<file path="config.mk">
export PLATFORM = sky130hd
export DESIGN_NAME = distance_vector_update_flat
export DESIGN_NICKNAME = d
export VERILOG_FILES = /design/src/rtl/dvu_pkg.sv /design/src/rtl/dvu_if.sv /design/src/rtl/distance_vector_update.sv /design/src/rtl/dvu_lane.sv /design/src/rtl/dvu_merge.sv /design/src/flat_wrapper.sv
export SDC_FILE = /design/constraint.sdc
export NUM_CORES = 1
export LEC_CHECK = 0
export BUFFER_PORTS_ARGS = -buffer_cell sky130_fd_sc_hd__buf_2
export CAP_MARGIN = 0
export CORE_UTILIZATION = 29
export CTS_CLUSTER_DIAMETER = 100
export CTS_CLUSTER_SIZE = 20
export DETAILED_ROUTE_END_ITERATION = 16
export PLACE_DENSITY_LB_ADDON = 0.15
export SYNTH_ARGS = -nofsm -noshare
export SYNTH_HDL_FRONTEND = slang
export SYNTH_SLANG_ARGS = --single-unit
export TNS_END_PERCENT = 10
</file>
<file path="constraint.sdc">
create_clock -name clk -period 17.5 [get_ports clk]
set_clock_uncertainty 0.2 [all_clocks]
set_input_delay 3.5 -clock clk [delete_from_list [all_inputs] [get_ports clk]]
set_output_delay 3.5 -clock clk [all_outputs]
set_load 0.02 [all_outputs]
</file>
<file path="src/rtl/dvu_pkg.sv">
`timescale 1ns / 1ps
// shared types, constants and helpers for the distance vector update block
package dvu_pkg;

	localparam int NODE_COUNT = 4;
	localparam int NODE_W = $clog2(NODE_COUNT);
	localparam int COST_W = 10;
	localparam int LINK_COUNT = 3;
	localparam int CFG_INDEX_W = 2;

	typedef logic [COST_W-1:0] cost_t;
	typedef logic [NODE_W-1:0] node_t;
	typedef logic [NODE_COUNT-1:0][COST_W-1:0] row_t;

	localparam cost_t INFINITY_COST = COST_W'(999);
	localparam cost_t SELF_COST = '0;
	localparam cost_t LINK_COST_1_RESET = COST_W'(1);
	localparam cost_t LINK_COST_2_RESET = COST_W'(3);
	localparam cost_t LINK_COST_3_RESET = COST_W'(7);

	typedef enum logic {
		FUNC_INIT   = 1'b0,
		FUNC_UPDATE = 1'b1
	} func_t;

	typedef enum logic [CFG_INDEX_W-1:0] {
		REG_LINK_COST_1 = 2'd0,
		REG_LINK_COST_2 = 2'd1,
		REG_LINK_COST_3 = 2'd2
	} cfg_reg_t;

	typedef struct packed {
		logic  init;
		logic  update;
		node_t src;
		cost_t base;
	} lane_cmd_t;

	typedef struct packed {
		cost_t min;
		logic  dropped;
	} lane_res_t;

	typedef lane_res_t [NODE_COUNT-1:0] lane_res_vec_t;

	function automatic cost_t row_min(input row_t row);
		cost_t m;
		m = row[0];
		for (int v = 1; v < NODE_COUNT; v++) begin
			if (row[v] < m) begin
				m = row[v];
			end
		end
		return m;
	endfunction

endpackage

</file>
<file path="src/rtl/dvu_if.sv">
`timescale 1ns / 1ps
// channel interfaces: update requests, result vectors and register writes
interface dvu_req_if;
	logic        valid;
	logic        ready;
	logic        func;
	logic [1:0]  src;
	logic [9:0]  adv_cost_0;
	logic [9:0]  adv_cost_1;
	logic [9:0]  adv_cost_2;
	logic [9:0]  adv_cost_3;

	modport source (
		output valid, func, src, adv_cost_0, adv_cost_1, adv_cost_2, adv_cost_3,
		input  ready
	);
	modport sink (
		input  valid, func, src, adv_cost_0, adv_cost_1, adv_cost_2, adv_cost_3,
		output ready
	);
endinterface

interface dvu_rsp_if;
	logic        valid;
	logic        ready;
	logic [9:0]  best_cost_0;
	logic [9:0]  best_cost_1;
	logic [9:0]  best_cost_2;
	logic [9:0]  best_cost_3;

	modport source (
		output valid, best_cost_0, best_cost_1, best_cost_2, best_cost_3,
		input  ready
	);
	modport sink (
		input  valid, best_cost_0, best_cost_1, best_cost_2, best_cost_3,
		output ready
	);
endinterface

interface dvu_cfg_if;
	logic        valid;
	logic        ready;
	logic [1:0]  index;
	logic [9:0]  data;

	modport source (
		output valid, index, data,
		input  ready
	);
	modport sink (
		input  valid, index, data,
		output ready
	);
endinterface

</file>
<file path="src/rtl/distance_vector_update.sv">
`timescale 1ns / 1ps
// distance vector update for node 0: top level
// Takes one request per clock while the result register is free. An init
// request (func 0) rebuilds the 4x4 route table from the link cost registers
// and always returns the best cost vector. An update request (func 1) relaxes
// the column of neighbour src with best_cost[src] + adv_cost_d in four
// destination lanes at once, recomputes the row minima and returns the vector
// in the next cycle only if some minimum dropped. Each request is finished in
// the cycle it transfers: the lane add, compare and four-way minimum set the
// clock, and the single result register sets the rate to one request per
// cycle when the result side keeps up. Link cost writes are taken every
// cycle; writes to an index past the third register are ignored.
module distance_vector_update import dvu_pkg::*; (
	input  logic       clk,
	input  logic       arst_n,
	dvu_req_if.sink    req,
	dvu_rsp_if.source  rsp,
	dvu_cfg_if.sink    cfg
);

	cost_t          link_cost_q [LINK_COUNT];
	cost_t          direct [NODE_COUNT];
	cost_t          adv [NODE_COUNT];
	row_t           lane_best;
	lane_res_vec_t  lane_res;
	lane_cmd_t      cmd;
	logic           free;
	logic           accept;

	assign cfg.ready = 1'b1;

	always_ff @(posedge clk or negedge arst_n) begin
		if (!arst_n) begin
			link_cost_q[0] <= LINK_COST_1_RESET;
			link_cost_q[1] <= LINK_COST_2_RESET;
			link_cost_q[2] <= LINK_COST_3_RESET;
		end else if (cfg.valid) begin
			case (cfg.index)
				REG_LINK_COST_1: link_cost_q[0] <= cfg.data;
				REG_LINK_COST_2: link_cost_q[1] <= cfg.data;
				REG_LINK_COST_3: link_cost_q[2] <= cfg.data;
				default: ;
			endcase
		end
	end

	assign direct[0] = SELF_COST;
	assign direct[1] = link_cost_q[0];
	assign direct[2] = link_cost_q[1];
	assign direct[3] = link_cost_q[2];

	assign adv[0] = req.adv_cost_0;
	assign adv[1] = req.adv_cost_1;
	assign adv[2] = req.adv_cost_2;
	assign adv[3] = req.adv_cost_3;

	assign req.ready = free;
	assign accept = req.valid && free;

	always_comb begin
		cmd.init = accept && req.func == FUNC_INIT;
		cmd.update = accept && req.func == FUNC_UPDATE;
		cmd.src = req.src;
		cmd.base = lane_best[req.src];
	end

	for (genvar d = 0; d < NODE_COUNT; d++) begin : g_lane
		dvu_lane u_lane (
			.clk     (clk),
			.arst_n  (arst_n),
			.lane_id (NODE_W'(d)),
			.cmd     (cmd),
			.adv     (adv[d]),
			.direct  (direct[d]),
			.best    (lane_best[d]),
			.res     (lane_res[d])
		);
	end

	dvu_merge u_merge (
		.clk    (clk),
		.arst_n (arst_n),
		.cmd    (cmd),
		.res    (lane_res),
		.free   (free),
		.rsp    (rsp)
	);

endmodule

</file>
<file path="src/rtl/dvu_lane.sv">
`timescale 1ns / 1ps
// one destination row of the route table with its relaxation and row minimum
module dvu_lane import dvu_pkg::*; (
	input  logic      clk,
	input  logic      arst_n,
	input  node_t     lane_id,
	input  lane_cmd_t cmd,
	input  cost_t     adv,
	input  cost_t     direct,
	output cost_t     best,
	output lane_res_t res
);

	row_t              row_q;
	row_t              row_d;
	cost_t             best_q;
	cost_t             min_d;
	cost_t             cur_min;
	logic [COST_W:0]   sum;

	always_comb begin
		sum = {1'b0, cmd.base} + {1'b0, adv};
		row_d = row_q;
		for (int v = 0; v < NODE_COUNT; v++) begin
			if (cmd.init) begin
				row_d[v] = (NODE_W'(v) == lane_id) ? direct : INFINITY_COST;
			end else if (cmd.update && NODE_W'(v) == cmd.src && sum < {1'b0, row_q[v]}) begin
				row_d[v] = sum[COST_W-1:0];
			end
		end
		min_d = row_min(row_d);
		cur_min = row_min(row_q);
	end

	assign res.min = min_d;
	assign res.dropped = min_d < best_q;
	assign best = best_q;

	always_ff @(posedge clk or negedge arst_n) begin
		if (!arst_n) begin
			row_q <= {NODE_COUNT{INFINITY_COST}};
			best_q <= INFINITY_COST;
		end else if (cmd.init || cmd.update) begin
			row_q <= row_d;
			best_q <= min_d;
		end
	end

	// best cost always tracks the stored row
	a_best_is_row_min: assert property (@(posedge clk) disable iff (!arst_n)
		1'b1 |-> best_q == cur_min)
		else $error("best cost differs from row minimum");

	// an update can only lower the best cost
	a_update_no_rise: assert property (@(posedge clk) disable iff (!arst_n)
		cmd.update && !cmd.init |=> best_q <= $past(best_q))
		else $error("best cost rose on update");

	// init loads the direct cost on the diagonal
	a_init_diag: assert property (@(posedge clk) disable iff (!arst_n)
		cmd.init |=> row_q[lane_id] == $past(direct))
		else $error("diagonal not loaded on init");

endmodule

</file>
<file path="src/rtl/dvu_merge.sv">
`timescale 1ns / 1ps
// merges lane results and holds the result vector until transfer
module dvu_merge import dvu_pkg::*; (
	input  logic           clk,
	input  logic           arst_n,
	input  lane_cmd_t      cmd,
	input  lane_res_vec_t  res,
	output logic           free,
	dvu_rsp_if.source      rsp
);

	logic   valid_q;
	logic   any_drop;
	logic   emit;
	row_t   vec_q;

	always_comb begin
		any_drop = 1'b0;
		for (int k = 0; k < NODE_COUNT; k++) begin
			any_drop = any_drop | res[k].dropped;
		end
		emit = cmd.init || (cmd.update && any_drop);
	end

	assign free = !valid_q || rsp.ready;

	always_ff @(posedge clk or negedge arst_n) begin
		if (!arst_n) begin
			valid_q <= 1'b0;
		end else if (emit) begin
			valid_q <= 1'b1;
		end else if (rsp.ready) begin
			valid_q <= 1'b0;
		end
	end

	always_ff @(posedge clk) begin
		if (emit) begin
			for (int k = 0; k < NODE_COUNT; k++) begin
				vec_q[k] <= res[k].min;
			end
		end
	end

	assign rsp.valid = valid_q;
	assign rsp.best_cost_0 = vec_q[0];
	assign rsp.best_cost_1 = vec_q[1];
	assign rsp.best_cost_2 = vec_q[2];
	assign rsp.best_cost_3 = vec_q[3];

	// no new result while the held one waits
	a_no_overwrite: assert property (@(posedge clk) disable iff (!arst_n)
		emit |-> free)
		else $error("result overwritten before transfer");

	// init always produces a result
	a_init_emits: assert property (@(posedge clk) disable iff (!arst_n)
		cmd.init |=> valid_q)
		else $error("init gave no result");

	// update without any drop gives nothing new
	a_quiet_update: assert property (@(posedge clk) disable iff (!arst_n)
		cmd.update && !cmd.init && !any_drop && !valid_q |=> !valid_q)
		else $error("result without a drop");

endmodule
</file>
<file path="src/flat_wrapper.sv">
// flat-port wrapper written by rule: the top's interface ports become plain ports
module distance_vector_update_flat import dvu_pkg::*;
  (clk, arst_n, req_valid, req_func, req_src, req_adv_cost_0, req_adv_cost_1, req_adv_cost_2, req_adv_cost_3, req_ready, rsp_valid, rsp_best_cost_0, rsp_best_cost_1, rsp_best_cost_2, rsp_best_cost_3, rsp_ready, cfg_valid, cfg_index, cfg_data, cfg_ready);
  dvu_req_if req_i ();
  dvu_rsp_if rsp_i ();
  dvu_cfg_if cfg_i ();
  input  logic clk;
  input  logic arst_n;
  input wire logic [$bits(req_i.valid)-1:0] req_valid;
  input wire logic [$bits(req_i.func)-1:0] req_func;
  input wire logic [$bits(req_i.src)-1:0] req_src;
  input wire logic [$bits(req_i.adv_cost_0)-1:0] req_adv_cost_0;
  input wire logic [$bits(req_i.adv_cost_1)-1:0] req_adv_cost_1;
  input wire logic [$bits(req_i.adv_cost_2)-1:0] req_adv_cost_2;
  input wire logic [$bits(req_i.adv_cost_3)-1:0] req_adv_cost_3;
  output wire logic [$bits(req_i.ready)-1:0] req_ready;
  output wire logic [$bits(rsp_i.valid)-1:0] rsp_valid;
  output wire logic [$bits(rsp_i.best_cost_0)-1:0] rsp_best_cost_0;
  output wire logic [$bits(rsp_i.best_cost_1)-1:0] rsp_best_cost_1;
  output wire logic [$bits(rsp_i.best_cost_2)-1:0] rsp_best_cost_2;
  output wire logic [$bits(rsp_i.best_cost_3)-1:0] rsp_best_cost_3;
  input wire logic [$bits(rsp_i.ready)-1:0] rsp_ready;
  input wire logic [$bits(cfg_i.valid)-1:0] cfg_valid;
  input wire logic [$bits(cfg_i.index)-1:0] cfg_index;
  input wire logic [$bits(cfg_i.data)-1:0] cfg_data;
  output wire logic [$bits(cfg_i.ready)-1:0] cfg_ready;
  assign req_i.valid = req_valid;
  assign req_i.func = req_func;
  assign req_i.src = req_src;
  assign req_i.adv_cost_0 = req_adv_cost_0;
  assign req_i.adv_cost_1 = req_adv_cost_1;
  assign req_i.adv_cost_2 = req_adv_cost_2;
  assign req_i.adv_cost_3 = req_adv_cost_3;
  assign req_ready = req_i.ready;
  assign rsp_valid = rsp_i.valid;
  assign rsp_best_cost_0 = rsp_i.best_cost_0;
  assign rsp_best_cost_1 = rsp_i.best_cost_1;
  assign rsp_best_cost_2 = rsp_i.best_cost_2;
  assign rsp_best_cost_3 = rsp_i.best_cost_3;
  assign rsp_i.ready = rsp_ready;
  assign cfg_i.valid = cfg_valid;
  assign cfg_i.index = cfg_index;
  assign cfg_i.data = cfg_data;
  assign cfg_ready = cfg_i.ready;
  distance_vector_update u_core (.clk(clk), .arst_n(arst_n), .req(req_i), .rsp(rsp_i), .cfg(cfg_i));
endmodule
</file>
==> results.json <==
{
  "first_pass_iters": 5,
  "cts.sinks": 271,
  "ant_nets": 0,
  "cp.required_ns": 17.57,
  "drive_gt1_frac": 0.197,
  "hp-class": "flop to flop",
  "vias_per_cell": 4.99,
  "tns_ns": 0,
  "ys_ff_latch": 271,
  "crit_arrival_ns": 16.44,
  "r2r.worst_path.cells": 63,
  "drt-total-wl_um": 70500,
  "drtIter0Drc": 1058,
  "die_width_um": 277,
  "fmax_mhz": 61.1,
  "coreArea_sq_um": 74700,
  "clkTransAtPathRegs_ns": 0.09,
  "start_util": 0.294,
  "overflow": 0,
  "htree_levels": 1,
  "syn-cell-area_sq_um": 21900,
  "fill_cells": 7715,
  "crit_fanout": 22,
  "post-place-ws_ns": 0.308,
  "postSynthCellCount": 2394,
  "max_stage_delay_ns": 0.72,
  "slew_headroom": 0.141,
  "instances_no_fill": 3492,
  "hold_buffers": 0,
  "yosys_warnings": 0,
  "ys.flop_type": "dfstp_2",
  "dp_cells": 3450,
  "areaGrowthSynthToFinish_pct": 12.5,
  "status": "finished clean",
  "cp_common_cell": "a21oi_1",
  "hold_viol_final": 0,
  "fin_crit_sh": 0.936,
  "grt_max_degree": 91,
  "synth_edf_count": 40,
  "avgSynthCellArea_sq_um": 9.17,
  "worstMarginPinSlew_ns": 1.28,
  "rows": 100,
  "antenna_found_initial": 2,
  "async_reset_ff_frac": 0.852,
  "finalMaxSlewViolations": 0,
  "crit_path_end_kind": "flop",
  "die_h_um": 277,
  "port-buffer-count": 101,
  "netlist-cell-type-count": 88,
  "cpMaxStageDelayCell": "mux4_2",
  "grt_pass1_vias": 17600,
  "grt_usage": 0.182,
  "clk_latency_ns": 0.58,
  "post-cts-setup-buffers": 0,
  "grt_pass1_wl_um": 107000,
  "routed-via-count": 17400,
  "dieArea_sq_um": 76800,
  "ys_seq_area_frac": 0.328,
  "whs_ns": 0.279,
  "drc": 0,
  "cp-start-kind": "primary input",
  "final_common_cell": "ha_1",
  "nNetsFinal": 2893,
  "setup_viol": 0,
  "crit_type": "primary input to flop",
  "cap_violations": 0,
  "rsz0062_at_grt": "no",
  "root_buffer": "clkbuf_16",
  "gp_congestion": 0.875,
  "clockBufferDepth": 3,
  "numCtsBuffers": 22,
  "hold_depth": 2,
  "cts_tree": "built",
  "mostFrequentLayoutCells": "ha_1 (324), inv_1 (321), nand2_1 (260)",
  "post-route-min-period_ns": 16.37,
  "wl_per_cell_um": 20.2,
  "synth_nets": 2782,
  "layout_setup_ws_ns": 1.13,
  "pin_count": 103,
  "hpwl_um": 54800
}
-- per-stage QoR --
step	util	cell area, sq um
CTS	0.330	24700
finish	0.331	24700
floorplan	-	21900
detailed placement	0.320	23900
global placement	0.320	23900
global route	0.331	24700
-- timing repair --
item,4_1_cts,5_1_grt
resized for setup,0,7
endpoints found under the hold margin,0,0
endpoints found under the setup margin,0,41
-- critical path: cells and delay by family --
family                     cells  cell delay, ns
adders and majority gates      7            2.23
AOI/OAI and AO/OA             34            6.87
muxes                          4            1.78
buffers and inverters          4            0.81
and+or+nand+nor                9            1.04
xor gates and xnor gates       1            0.17
-- layer usage --
| metal | routed length (um) | up-vias | GRT usage |
|---|---|---|---|
| met2 | 31800 | 325 | 0.297 |
| met5 | 0 | - | 0 |
| met4 | 2380 | 0 | 0.0600 |
| met1 | 33600 | 8391 | 0.246 |
| li1 | - | 8615 | - |
| met3 | 2720 | 85 | 0.0236 |
-- synth_stat cells (5+ instances only) --
| cell type | n | share of area |
|---|---|---|
| clkbuf_1 | 59 | 0.010 |
| inv_1 | 321 | 0.055 |
| mux2_2 | 69 | 0.035 |
| o221ai_1 | 6 | 0.0024 |
| xor2_1 | 6 | 0.0024 |
| nand2b_1 | 37 | 0.011 |
| o211ai_1 | 31 | 0.011 |
| a211oi_1 | 20 | 0.0068 |
| and2_1 | 11 | 0.0031 |
| or3_1 | 5 | 0.0014 |
| buf_1 | 11 | 0.0019 |
| nor3_1 | 14 | 0.0032 |
| mux2i_1 | 151 | 0.069 |
| o21ai_0 | 164 | 0.037 |
| edfxtp_1 | 40 | 0.055 |
| nor2_1 | 126 | 0.022 |
| a21o_1 | 92 | 0.031 |
| buf_2 | 7 | 0.0016 |
| dfstp_2 | 166 | 0.20 |
| nand4_1 | 36 | 0.010 |
| mux4_2 | 10 | 0.010 |
| a21oi_1 | 123 | 0.028 |
| a31oi_1 | 11 | 0.0031 |
| nand2_1 | 260 | 0.044 |
| xnor2_1 | 23 | 0.0092 |
| a211o_1 | 19 | 0.0076 |
| ha_1 | 324 | 0.18 |
| o21ai_1 | 11 | 0.0025 |
| o21bai_1 | 14 | 0.0048 |
| nand3b_1 | 5 | 0.0017 |
| dfrtp_1 | 65 | 0.074 |
| nand3_1 | 20 | 0.0046 |
| nor2b_1 | 20 | 0.0057 |
| o21a_1 | 20 | 0.0068 |
-- logic make-up (layout without fill, tap and decap cells) --
kind of cell,count (synthesis),in the layout,synth area share
XOR/XNOR,29,29,0.0116
adder cells (fa/ha/maj),330,330,0.189
flip-flops,271,271,0.328
buffers and inverters,400,527,0.0691
other,1,3,0.000171
AND/OR/NAND/NOR,557,557,0.115
AO/OA/AOI/OAI,570,570,0.169
multiplexers,236,236,0.118
-- path summary, 6_finish.rpt --
| check | slack, ns | to | start |
|---|---|---|---|
| max in group asynchronous | 12.53 | u_core.u_merge.rsp.valid | arst_n |
| min in group asynchronous | 2.69 | u_core.g_lane[3].u_lane.row_q[13] | arst_n |
| max reg2reg | 4.07 | u_core.u_merge.rsp.best_cost_2[8] | u_core.g_lane[1].u_lane.best[1] |
| min | 0.28 | u_core.g_lane[3].u_lane.best[0] | u_core.g_lane[3].u_lane.best[0] |
| min reg2reg | 0.28 | u_core.g_lane[3].u_lane.best[0] | u_core.g_lane[3].u_lane.best[0] |
| max | 1.13 | u_core.u_merge.rsp.best_cost_2[8] | req_src[0] |
-- sequential cells by signal (all words and copies together) (netlist names) --
register	cells
u_core.direct	30
u_core.u_merge.rsp.best_cost_1	10
u_core.g_lane.u_lane.row_q	160
u_core.u_merge.rsp.valid	1
u_core.u_merge.rsp.best_cost_3	10
u_core.u_merge.rsp.best_cost_2	10
u_core.u_merge.rsp.best_cost_0	10
u_core.g_lane.u_lane.best	40
-- final cells by class --
| cell class | count | area, sq um | share of cell area |
|---|---|---|---|
| inverters | 321 | 1200 | 0.0488 |
| multi-input cells | 1723 | 13300 | 0.539 |
| flip-flops and latches | 271 | 7190 | 0.291 |
| well taps | 969 | 1210 | 0.0491 |
| repair buffers | 166 | 1040 | 0.0421 |
| clock buffers | 25 | 562 | 0.0227 |
| diodes | 2 | 5.00 | 0.000203 |
| clock inverters | 15 | 180 | 0.00729 |
Power is left out: the tool's default activity adds up to more than one toggle a clock period on the data nets, which glitch-free logic cannot reach.
